<file path="src/sv/tmq_pkg.sv">
`timescale 1ns / 1ps

package tmq_pkg;

  // result codes
  typedef enum logic [2:0] {
    ST_OK       = 3'd0,
    ST_INVALID  = 3'd1,
    ST_TOO_BIG  = 3'd2,
    ST_NO_SPACE = 3'd3,
    ST_NO_MSG   = 3'd4,
    ST_FULL     = 3'd5
  } status_t;

  // request kinds carried on tuser
  localparam logic FUNC_SEND = 1'b0;
  localparam logic FUNC_RECV = 1'b1;

  typedef enum logic [2:0] {
    S_IDLE,
    S_SEND_SCAN,
    S_SEND_PUT,
    S_RECV_SCAN,
    S_RECV_SHIFT,
    S_FINISH
  } state_t;

  // one queued message descriptor
  typedef struct packed {
    logic [31:0] handle;
    logic [15:0] length;
    logic [31:0] mtype;
  } entry_t;

  localparam int IN_DATA_W  = 80;
  localparam int OUT_DATA_W = 104;
  localparam int BYTES_W    = 16;
  localparam int OUT_CNT_W  = 5;

  localparam logic [BYTES_W-1:0] LIMIT_RESET = 16'd16384;

endpackage

</file>
<file path="src/sv/tmq_slot_ram.sv">
`timescale 1ns / 1ps

module tmq_slot_ram #(
  parameter int DEPTH = 16,
  localparam int AW = (DEPTH > 1) ? $clog2(DEPTH) : 1
) (
  input  logic            clk,
  input  logic            wr_en,
  input  logic [AW-1:0]   wr_addr,
  input  tmq_pkg::entry_t wr_data,
  input  logic [AW-1:0]   rd_addr,
  output tmq_pkg::entry_t rd_data_r
);

  tmq_pkg::entry_t mem [DEPTH];

  always_ff @(posedge clk) begin
    if (wr_en) begin
      mem[wr_addr] <= wr_data;
    end
  end

  // registered read port
  always_ff @(posedge clk) begin
    rd_data_r <= mem[rd_addr];
  end

endmodule

</file>
<file path="src/sv/typed_message_queue.sv">
`timescale 1ns / 1ps

// channel   dir  handshake          payload
// in_       in   in_tvalid/tready   tuser: func; tdata: msg_type, msg_len, payload_handle
// out_      out  out_tvalid/tready  tdata: status, out_type, out_size, out_handle,
//                                          queued_count, queued_bytes
// cfg_      in   cfg_wr_en          cfg_wr_data: queue_byte_limit
//
// a rejected request is only accepted and its result registered; a send into a non-empty queue
//   walks down from the tail through every entry at or above its type, then writes itself in;
//   a receive scans from the head to the match, then closes the gap
// the scans are paced by the single read port of the slot memory: one entry per cycle
// reset empties the queue through the count alone, no clearing pass; limit is 16384
// one result register: the next request is taken once the previous result is
//   registered, and a finished request waits while that register is still full

module typed_message_queue #(
  parameter int QUEUE_SLOTS   = 16,
  parameter int MAX_MSG_BYTES = 8192
) (
  input  logic                               clk,
  input  logic                               rst_n,
  input  logic                               in_tvalid,
  output logic                               in_tready,
  // [31:0] msg_type, [47:32] msg_len, [79:48] payload_handle
  input  logic [tmq_pkg::IN_DATA_W-1:0]      in_tdata,
  // [0] func
  input  logic [0:0]                         in_tuser,
  output logic                               out_tvalid,
  input  logic                               out_tready,
  // [2:0] status, [34:3] out_type, [50:35] out_size, [82:51] out_handle,
  // [87:83] queued_count, [103:88] queued_bytes
  output logic [tmq_pkg::OUT_DATA_W-1:0]     out_tdata,
  input  logic                               cfg_wr_en,
  input  logic [tmq_pkg::BYTES_W-1:0]        cfg_wr_data
);

  localparam int IDX_W = (QUEUE_SLOTS > 1) ? $clog2(QUEUE_SLOTS) : 1;
  localparam int CNT_W = $clog2(QUEUE_SLOTS + 1);
  localparam logic [CNT_W-1:0] SLOTS_C = CNT_W'(QUEUE_SLOTS);
  localparam logic [tmq_pkg::BYTES_W-1:0] MAX_BYTES_C = tmq_pkg::BYTES_W'(MAX_MSG_BYTES);

  // request fields
  logic                  in_func;
  tmq_pkg::entry_t       in_entry;

  assign in_func         = in_tuser[0];
  assign in_entry.mtype  = in_tdata[31:0];
  assign in_entry.length = in_tdata[47:32];
  assign in_entry.handle = in_tdata[79:48];

  // control state
  tmq_pkg::state_t              state_r, state_nxt;
  logic [CNT_W-1:0]             count_r, count_nxt;
  logic [tmq_pkg::BYTES_W-1:0]  bytes_r, bytes_nxt;
  logic [tmq_pkg::BYTES_W-1:0]  limit_r, limit_nxt;
  logic                         out_valid_r, out_valid_nxt;

  // working registers of the request in flight
  tmq_pkg::entry_t              req_r, req_nxt;
  tmq_pkg::entry_t              res_r, res_nxt;
  tmq_pkg::status_t             status_r, status_nxt;
  logic [IDX_W-1:0]             idx_r, idx_nxt;
  logic [tmq_pkg::OUT_DATA_W-1:0] out_data_r, out_data_nxt;

  // slot memory port
  logic                         ram_we;
  logic [IDX_W-1:0]             ram_waddr;
  tmq_pkg::entry_t              ram_wdata;
  logic [IDX_W-1:0]             ram_raddr;
  tmq_pkg::entry_t              ram_rd_data_r;

  tmq_slot_ram #(
    .DEPTH (QUEUE_SLOTS)
  ) u_slot_ram (
    .clk       (clk),
    .wr_en     (ram_we),
    .wr_addr   (ram_waddr),
    .wr_data   (ram_wdata),
    .rd_addr   (ram_raddr),
    .rd_data_r (ram_rd_data_r)
  );

  logic [tmq_pkg::BYTES_W:0]    send_sum;
  logic [CNT_W-1:0]             idx_plus1;
  logic [CNT_W-1:0]             idx_plus2;
  logic                         recv_match;
  logic [CNT_W+tmq_pkg::OUT_CNT_W-1:0] count_ext;

  assign send_sum   = {1'b0, bytes_r} + {1'b0, in_entry.length};
  assign idx_plus1  = CNT_W'(idx_r) + CNT_W'(1);
  assign idx_plus2  = CNT_W'(idx_r) + CNT_W'(2);
  // wanted type zero takes the head, anything else an exact match
  assign recv_match = (req_r.mtype == 32'd0) || (ram_rd_data_r.mtype == req_r.mtype);
  assign count_ext  = {{tmq_pkg::OUT_CNT_W{1'b0}}, count_r};

  // no request is taken while reset is held
  assign in_tready  = rst_n && (state_r == tmq_pkg::S_IDLE);
  assign out_tvalid = out_valid_r;
  assign out_tdata  = out_data_r;

  always_ff @(posedge clk) begin
    if (!rst_n) begin
      state_r     <= tmq_pkg::S_IDLE;
      count_r     <= '0;
      bytes_r     <= '0;
      limit_r     <= tmq_pkg::LIMIT_RESET;
      out_valid_r <= 1'b0;
    end else begin
      state_r     <= state_nxt;
      count_r     <= count_nxt;
      bytes_r     <= bytes_nxt;
      limit_r     <= limit_nxt;
      out_valid_r <= out_valid_nxt;
    end
  end

  always_ff @(posedge clk) begin
    req_r      <= req_nxt;
    res_r      <= res_nxt;
    status_r   <= status_nxt;
    idx_r      <= idx_nxt;
    out_data_r <= out_data_nxt;
  end

  always_comb begin
    state_nxt     = state_r;
    count_nxt     = count_r;
    bytes_nxt     = bytes_r;
    limit_nxt     = cfg_wr_en ? cfg_wr_data : limit_r;
    req_nxt       = req_r;
    res_nxt       = res_r;
    status_nxt    = status_r;
    idx_nxt       = idx_r;
    out_valid_nxt = out_valid_r && !out_tready;
    out_data_nxt  = out_data_r;
    ram_we        = 1'b0;
    ram_waddr     = '0;
    ram_wdata     = req_r;
    ram_raddr     = '0;

    case (state_r)
      tmq_pkg::S_IDLE: begin
        if (in_tvalid) begin
          req_nxt    = in_entry;
          res_nxt    = '0;
          status_nxt = tmq_pkg::ST_OK;
          state_nxt  = tmq_pkg::S_FINISH;
          if (in_func == tmq_pkg::FUNC_SEND) begin
            if (in_entry.length == '0 || $signed(in_entry.mtype) <= 32'sd0) begin
              status_nxt = tmq_pkg::ST_INVALID;
            end else if (in_entry.length > MAX_BYTES_C) begin
              status_nxt = tmq_pkg::ST_TOO_BIG;
            end else if (send_sum > {1'b0, limit_r}) begin
              status_nxt = tmq_pkg::ST_NO_SPACE;
            end else if (count_r >= SLOTS_C) begin
              status_nxt = tmq_pkg::ST_FULL;
            end else if (count_r == '0) begin
              // empty queue: new entry goes straight to the head
              ram_we    = 1'b1;
              ram_waddr = '0;
              ram_wdata = in_entry;
              count_nxt = count_r + CNT_W'(1);
              bytes_nxt = send_sum[tmq_pkg::BYTES_W-1:0];
            end else begin
              // walk down from the tail, moving larger-or-equal types up
              ram_raddr = IDX_W'(count_r - CNT_W'(1));
              idx_nxt   = IDX_W'(count_r - CNT_W'(1));
              state_nxt = tmq_pkg::S_SEND_SCAN;
            end
          end else begin
            if (in_entry.length == '0) begin
              status_nxt = tmq_pkg::ST_INVALID;
            end else if (count_r == '0) begin
              status_nxt = tmq_pkg::ST_NO_MSG;
            end else begin
              ram_raddr = '0;
              idx_nxt   = '0;
              state_nxt = tmq_pkg::S_RECV_SCAN;
            end
          end
        end
      end

      tmq_pkg::S_SEND_SCAN: begin
        if ($signed(ram_rd_data_r.mtype) >= $signed(req_r.mtype)) begin
          ram_we    = 1'b1;
          ram_waddr = IDX_W'(idx_plus1);
          ram_wdata = ram_rd_data_r;
          if (idx_r == '0) begin
            state_nxt = tmq_pkg::S_SEND_PUT;
          end else begin
            ram_raddr = idx_r - IDX_W'(1);
            idx_nxt   = idx_r - IDX_W'(1);
          end
        end else begin
          ram_we    = 1'b1;
          ram_waddr = IDX_W'(idx_plus1);
          ram_wdata = req_r;
          count_nxt = count_r + CNT_W'(1);
          bytes_nxt = bytes_r + req_r.length;
          state_nxt = tmq_pkg::S_FINISH;
        end
      end

      tmq_pkg::S_SEND_PUT: begin
        // every queued type was at or above the new one
        ram_we    = 1'b1;
        ram_waddr = '0;
        ram_wdata = req_r;
        count_nxt = count_r + CNT_W'(1);
        bytes_nxt = bytes_r + req_r.length;
        state_nxt = tmq_pkg::S_FINISH;
      end

      tmq_pkg::S_RECV_SCAN: begin
        if (recv_match) begin
          if (req_r.length < ram_rd_data_r.length) begin
            // buffer too small: message stays queued
            status_nxt = tmq_pkg::ST_TOO_BIG;
            state_nxt  = tmq_pkg::S_FINISH;
          end else begin
            res_nxt   = ram_rd_data_r;
            bytes_nxt = bytes_r - ram_rd_data_r.length;
            if (idx_plus1 == count_r) begin
              count_nxt = count_r - CNT_W'(1);
              state_nxt = tmq_pkg::S_FINISH;
            end else begin
              ram_raddr = IDX_W'(idx_plus1);
              state_nxt = tmq_pkg::S_RECV_SHIFT;
            end
          end
        end else if (idx_plus1 == count_r) begin
          status_nxt = tmq_pkg::ST_NO_MSG;
          state_nxt  = tmq_pkg::S_FINISH;
        end else begin
          ram_raddr = IDX_W'(idx_plus1);
          idx_nxt   = IDX_W'(idx_plus1);
        end
      end

      tmq_pkg::S_RECV_SHIFT: begin
        // close the gap: entry idx+1 moves down to idx
        ram_we    = 1'b1;
        ram_waddr = idx_r;
        ram_wdata = ram_rd_data_r;
        idx_nxt   = IDX_W'(idx_plus1);
        if (idx_plus2 == count_r) begin
          count_nxt = count_r - CNT_W'(1);
          state_nxt = tmq_pkg::S_FINISH;
        end else begin
          ram_raddr = IDX_W'(idx_plus2);
        end
      end

      tmq_pkg::S_FINISH: begin
        if (!out_valid_r || out_tready) begin
          out_valid_nxt = 1'b1;
          out_data_nxt  = {bytes_r, count_ext[tmq_pkg::OUT_CNT_W-1:0],
                           res_r.handle, res_r.length, res_r.mtype, status_r};
          state_nxt     = tmq_pkg::S_IDLE;
        end
      end

      default: begin
        state_nxt = tmq_pkg::S_IDLE;
      end
    endcase
  end

endmodule

</file>
<file path="config.mk">
export PLATFORM = sky130hd
export DESIGN_NAME = typed_message_queue
export DESIGN_NICKNAME = d
export VERILOG_FILES = /design/src/sv/tmq_pkg.sv /design/src/sv/tmq_slot_ram.sv /design/src/sv/typed_message_queue.sv
export SDC_FILE = /design/constraint.sdc
export NUM_CORES = 2
export LEC_CHECK = 0
export BUFFER_PORTS_ARGS = -buffer_cell sky130_fd_sc_hd__buf_2
export CAP_MARGIN = 40
export CELL_PAD_IN_SITES_DETAIL_PLACEMENT = 1
export CELL_PAD_IN_SITES_GLOBAL_PLACEMENT = 1
export CORE_AREA = 2 2 434 393
export CTS_CLUSTER_DIAMETER = 100
export DETAILED_ROUTE_END_ITERATION = 6
export DIE_AREA = 0 0 436 395
export MAX_ROUTING_LAYER = met4
export PLACE_DENSITY_LB_ADDON = 0.2
export RECOVER_POWER = 50
export SLEW_MARGIN = 20
export SYNTH_ARGS = -nofsm -noshare
export SYNTH_HDL_FRONTEND = slang
export SYNTH_SLANG_ARGS = --single-unit
</file>
<file path="constraint.sdc">
create_clock -name clk -period 38.3 [get_ports clk]
set_clock_uncertainty 0.1 [all_clocks]
set_input_delay 3.83 -clock clk [delete_from_list [all_inputs] [get_ports clk]]
set_output_delay 3.83 -clock clk [all_outputs]
set_load 0.05 [all_outputs]
</file>
==> results.sh <==
export IMPL_crit_reg2reg_launch="state_r[0]$_SDFFE_PN0P_"
export IMPL_antenna_found_initial=5
export IMPL_hpwl_um=121000
export IMPL_worst_path_max_delay_cell="clkbuf_1"
export IMPL_min_path_type="flip-flop to flip-flop"
export IMPL_maxCapViolCount=52
export IMPL_cp_num_buf_inv=4
export IMPL_utilization_pct=45.4
export IMPL_total_power_uw=7760
export IMPL_coreArea_mm2=0.168
export IMPL_leakagePower_uw=0.0263
export IMPL_ir_worst_vdd_uv=145
export IMPL_cts_resized=0
export IMPL_fin_cells=7067
export IMPL_routed_via_density=5.78
export IMPL_fillers=16600
export IMPL_grt_pass1_vias=42000
export IMPL_cts_max_level=4
export IMPL_rsz0062_at_grt="false"
export IMPL_syn_inst=4413
export IMPL_setup_violations=0
export IMPL_status="finished with violations"
export IMPL_rows=143
export IMPL_crit_path_cell_trace="nor2b_1, clkbuf_1, nand2b_1, a21oi_1, nand2_1, nor2_1, clkbuf_1, clkbuf_1, clkbuf_1"
export IMPL_arrival_ps=12470
export IMPL_wl_per_cell_um=29.5
export IMPL_relSlewSlack_pct=-144
export IMPL_routed_wl_um=208000
export IMPL_num_vias=40800
export IMPL_die_area_mm2=0.172
export IMPL_grt_max_degree=156
export IMPL_tns_ps=0
export IMPL_p_per_area_mw_per_mm2=102
export IMPL_post_route_min_period_ps=12250
export IMPL_hold_depth=0
export IMPL_grt_pass1_wl_um=299000
export IMPL_finish_net_count=4871
export IMPL_dr_pass1_iters=7
export IMPL_ys_seq_area_share_pct=73.5
export IMPL_final_cell_mix="edfxtp_1 (1551), nand2_1 (661), mux2i_1 (360)"
export IMPL_r2r_end="u_slot_ram.mem[12][57]$_DFFE_PP_"
export IMPL_place_gp_congestion=0.842
export IMPL_r2r_slack_ps=26050
export IMPL_required_ps=38520
export IMPL_clock_root_buffer="clkbuf_16"
export IMPL_syn_nets=4620
export IMPL_async_reset_ff_share_pct=0
export IMPL_die_w_um=436
export IMPL_worst_setup_path_type="flip-flop to flip-flop"
export IMPL_clock_sinks=1672
export IMPL_post_route_period_util_pct=32.0
export IMPL_ctsHoldBuffers=0
export IMPL_layout_commonest_cell="edfxtp_1"
export IMPL_r2r_cells=9
export IMPL_clock_latency_ps=820
export IMPL_post_place_ws_ps=26640
export IMPL_synth_edf_count=1551
export IMPL_cts_inserted_buffers=174
export IMPL_critPathLaunchType="flip-flop"
export IMPL_synth_seq_cells=1672
export IMPL_cts_tree="built"
export IMPL_die_height_um=395
export IMPL_hp_start="res_r[73]$_SDFFCE_PN0P_"
export IMPL_grt_total_usage_pct=24.5
export IMPL_setup_slack_ps=26050
export IMPL_syn_avg_cell_area_um2=15.1
export IMPL_worst_path_max_fanout=39
export IMPL_endpoint_kind="flip-flop"
export IMPL_crit_top_cell="clkbuf_1"
export IMPL_slowest_delay_ps=2670
export IMPL_fmax_mhz=81.7
export IMPL_synthesis_area_mm2=0.0666
export IMPL_drc=2
export IMPL_dp_cells=6732
export IMPL_io_pins=208
export IMPL_worst_pin_slew_ps=3650
export IMPL_clockBufferDepth=3
export IMPL_hold_end="out_tdata[76]$_DFFE_PP_"
export IMPL_postCtsSetupBuffers=0
export IMPL_initial_core_util_pct=39.7
export IMPL_ant_nets=0
export IMPL_drtIter0Drc=4330
export IMPL_slew_violations=1422
export IMPL_path_delay_family="buffers and inverters"
export IMPL_hold_viol=0
export IMPL_ys_types=74
export IMPL_clk_pin_slew_ps=70
export IMPL_gr_total_overflow=0
export IMPL_drive_gt1_share_pct=10.1
export IMPL_ys_warn_count=0
export IMPL_area_delta_synth_final_pct=14.2
export IMPL_ys_flop_type="edfxtp_1"
export IMPL_io_buffers=207
export IMPL_violations="design-rule violations, max-capacitance violations, max-slew violations"
==> synthesized netlist by cell type (all sizes together) (32+ instances only) <==
master	n	area share (%)
and3	72	0.68
clkbuf	141	0.79
o21ai	63	0.47
mux2i	360	5.4
nand2	661	3.7
nor3	44	0.36
a21oi	111	0.83
and4	60	0.79
nor4	32	0.35
edfxtp	1551	70
inv	161	0.91
ha	103	1.9
a22oi	61	0.69
a32oi	220	2.9
buf	106	0.84
nor2	110	0.65
xnor2	36	0.47
dfxtp	121	3.6
a222oi	77	1.2
nand3	57	0.43
==> power breakdown <==
group          internal (uW)  leakage (uW)  switching, uW
clock                    956       0.00280            732
combinational            835       0.00829           2130
sequential              2900        0.0152            204
total                   4690        0.0263           3070
==> sequential cells by signal, summed over array words and instances, names as in the netlist <==
| register | count |
|---|---|
| res_r | 80 |
| limit_r | 16 |
| out_tdata | 104 |
| count_r | 5 |
| u_slot_ram.rd_data_r | 80 |
| req_r | 80 |
| idx_r | 4 |
| status_r | 3 |
| state_r | 3 |
| bytes_r | 16 |
| u_slot_ram.mem | 1280 |
| out_tvalid | 1 |
==> stage by stage <==
stage	hold WS, ps	area, um2
2_1_floorplan	300	66600
3_3_place_gp	302	70300
3_5_place_dp	306	71200
4_1_cts	309	76900
5_1_grt	313	76100
6_report	307	76100
==> routing by layer <==
| layer | vias up | routed length, um | track usage, % |
|---|---|---|---|
| met5 | - | 0 | - |
| met4 | 0 | 5290 | 6.60 |
| met3 | 296 | 11700 | 3.05 |
| met2 | 1384 | 100000 | 39.6 |
| met1 | 21500 | 91000 | 32.7 |
| li1 | 17600 | - | - |
==> area by class of cell <==
type                            instances  area, um2  share of cell area, %
Clock buffer                          237       4810                   6.32
Multi-Input combinational cell       2331      16100                   21.2
Sequential cell                      1672      49000                   64.4
Antenna cell                            5       12.5                 0.0164
Inverter                              163        613                  0.805
Tap cell                             2247       2810                   3.69
Timing Repair Buffer                  322       1870                   2.46
Clock inverter                         90        895                   1.18
==> worst max path at each step <==
| stage | start | endpoint | depth (start not counted) |
|---|---|---|---|
| floorplan | in_tdata[32] | u_slot_ram.mem[0][0]$_DFFE_PP_ | 18 |
| global placement | in_tdata[33] | u_slot_ram.rd_data_r[73]$_DFF_P_ | 25 |
| detailed placement | in_tdata[32] | u_slot_ram.rd_data_r[23]$_DFF_P_ | 25 |
| CTS | in_tdata[32] | u_slot_ram.rd_data_r[23]$_DFF_P_ | 25 |
| global route | state_r[0]$_SDFFE_PN0P_ | u_slot_ram.mem[12][57]$_DFFE_PP_ | 9 |
| finish | state_r[0]$_SDFFE_PN0P_ | u_slot_ram.mem[12][57]$_DFFE_PP_ | 9 |
==> worst register-to-register path, cell delays in order, from the launching register on <==
cell and delay (ps):
dfxtp_1 680, nor2b_1 1420, clkbuf_1 2330, nand2b_1 250, a21oi_1 300, nand2_1 160, nor2_1 790, clkbuf_1 940
clkbuf_1 2100, clkbuf_1 2680
==> cell families after synthesis <==
family / synth area share [%]
buffers and inverters: 2.55
and+or+nand+nor: 7.88
AOI/OAI and AO/OA: 7.92
adders and majority gates: 1.99
DFF: 73.5
muxes: 5.41
xor gates and xnor gates: 0.730
Note: power is estimated with default switching activity, not from simulation.
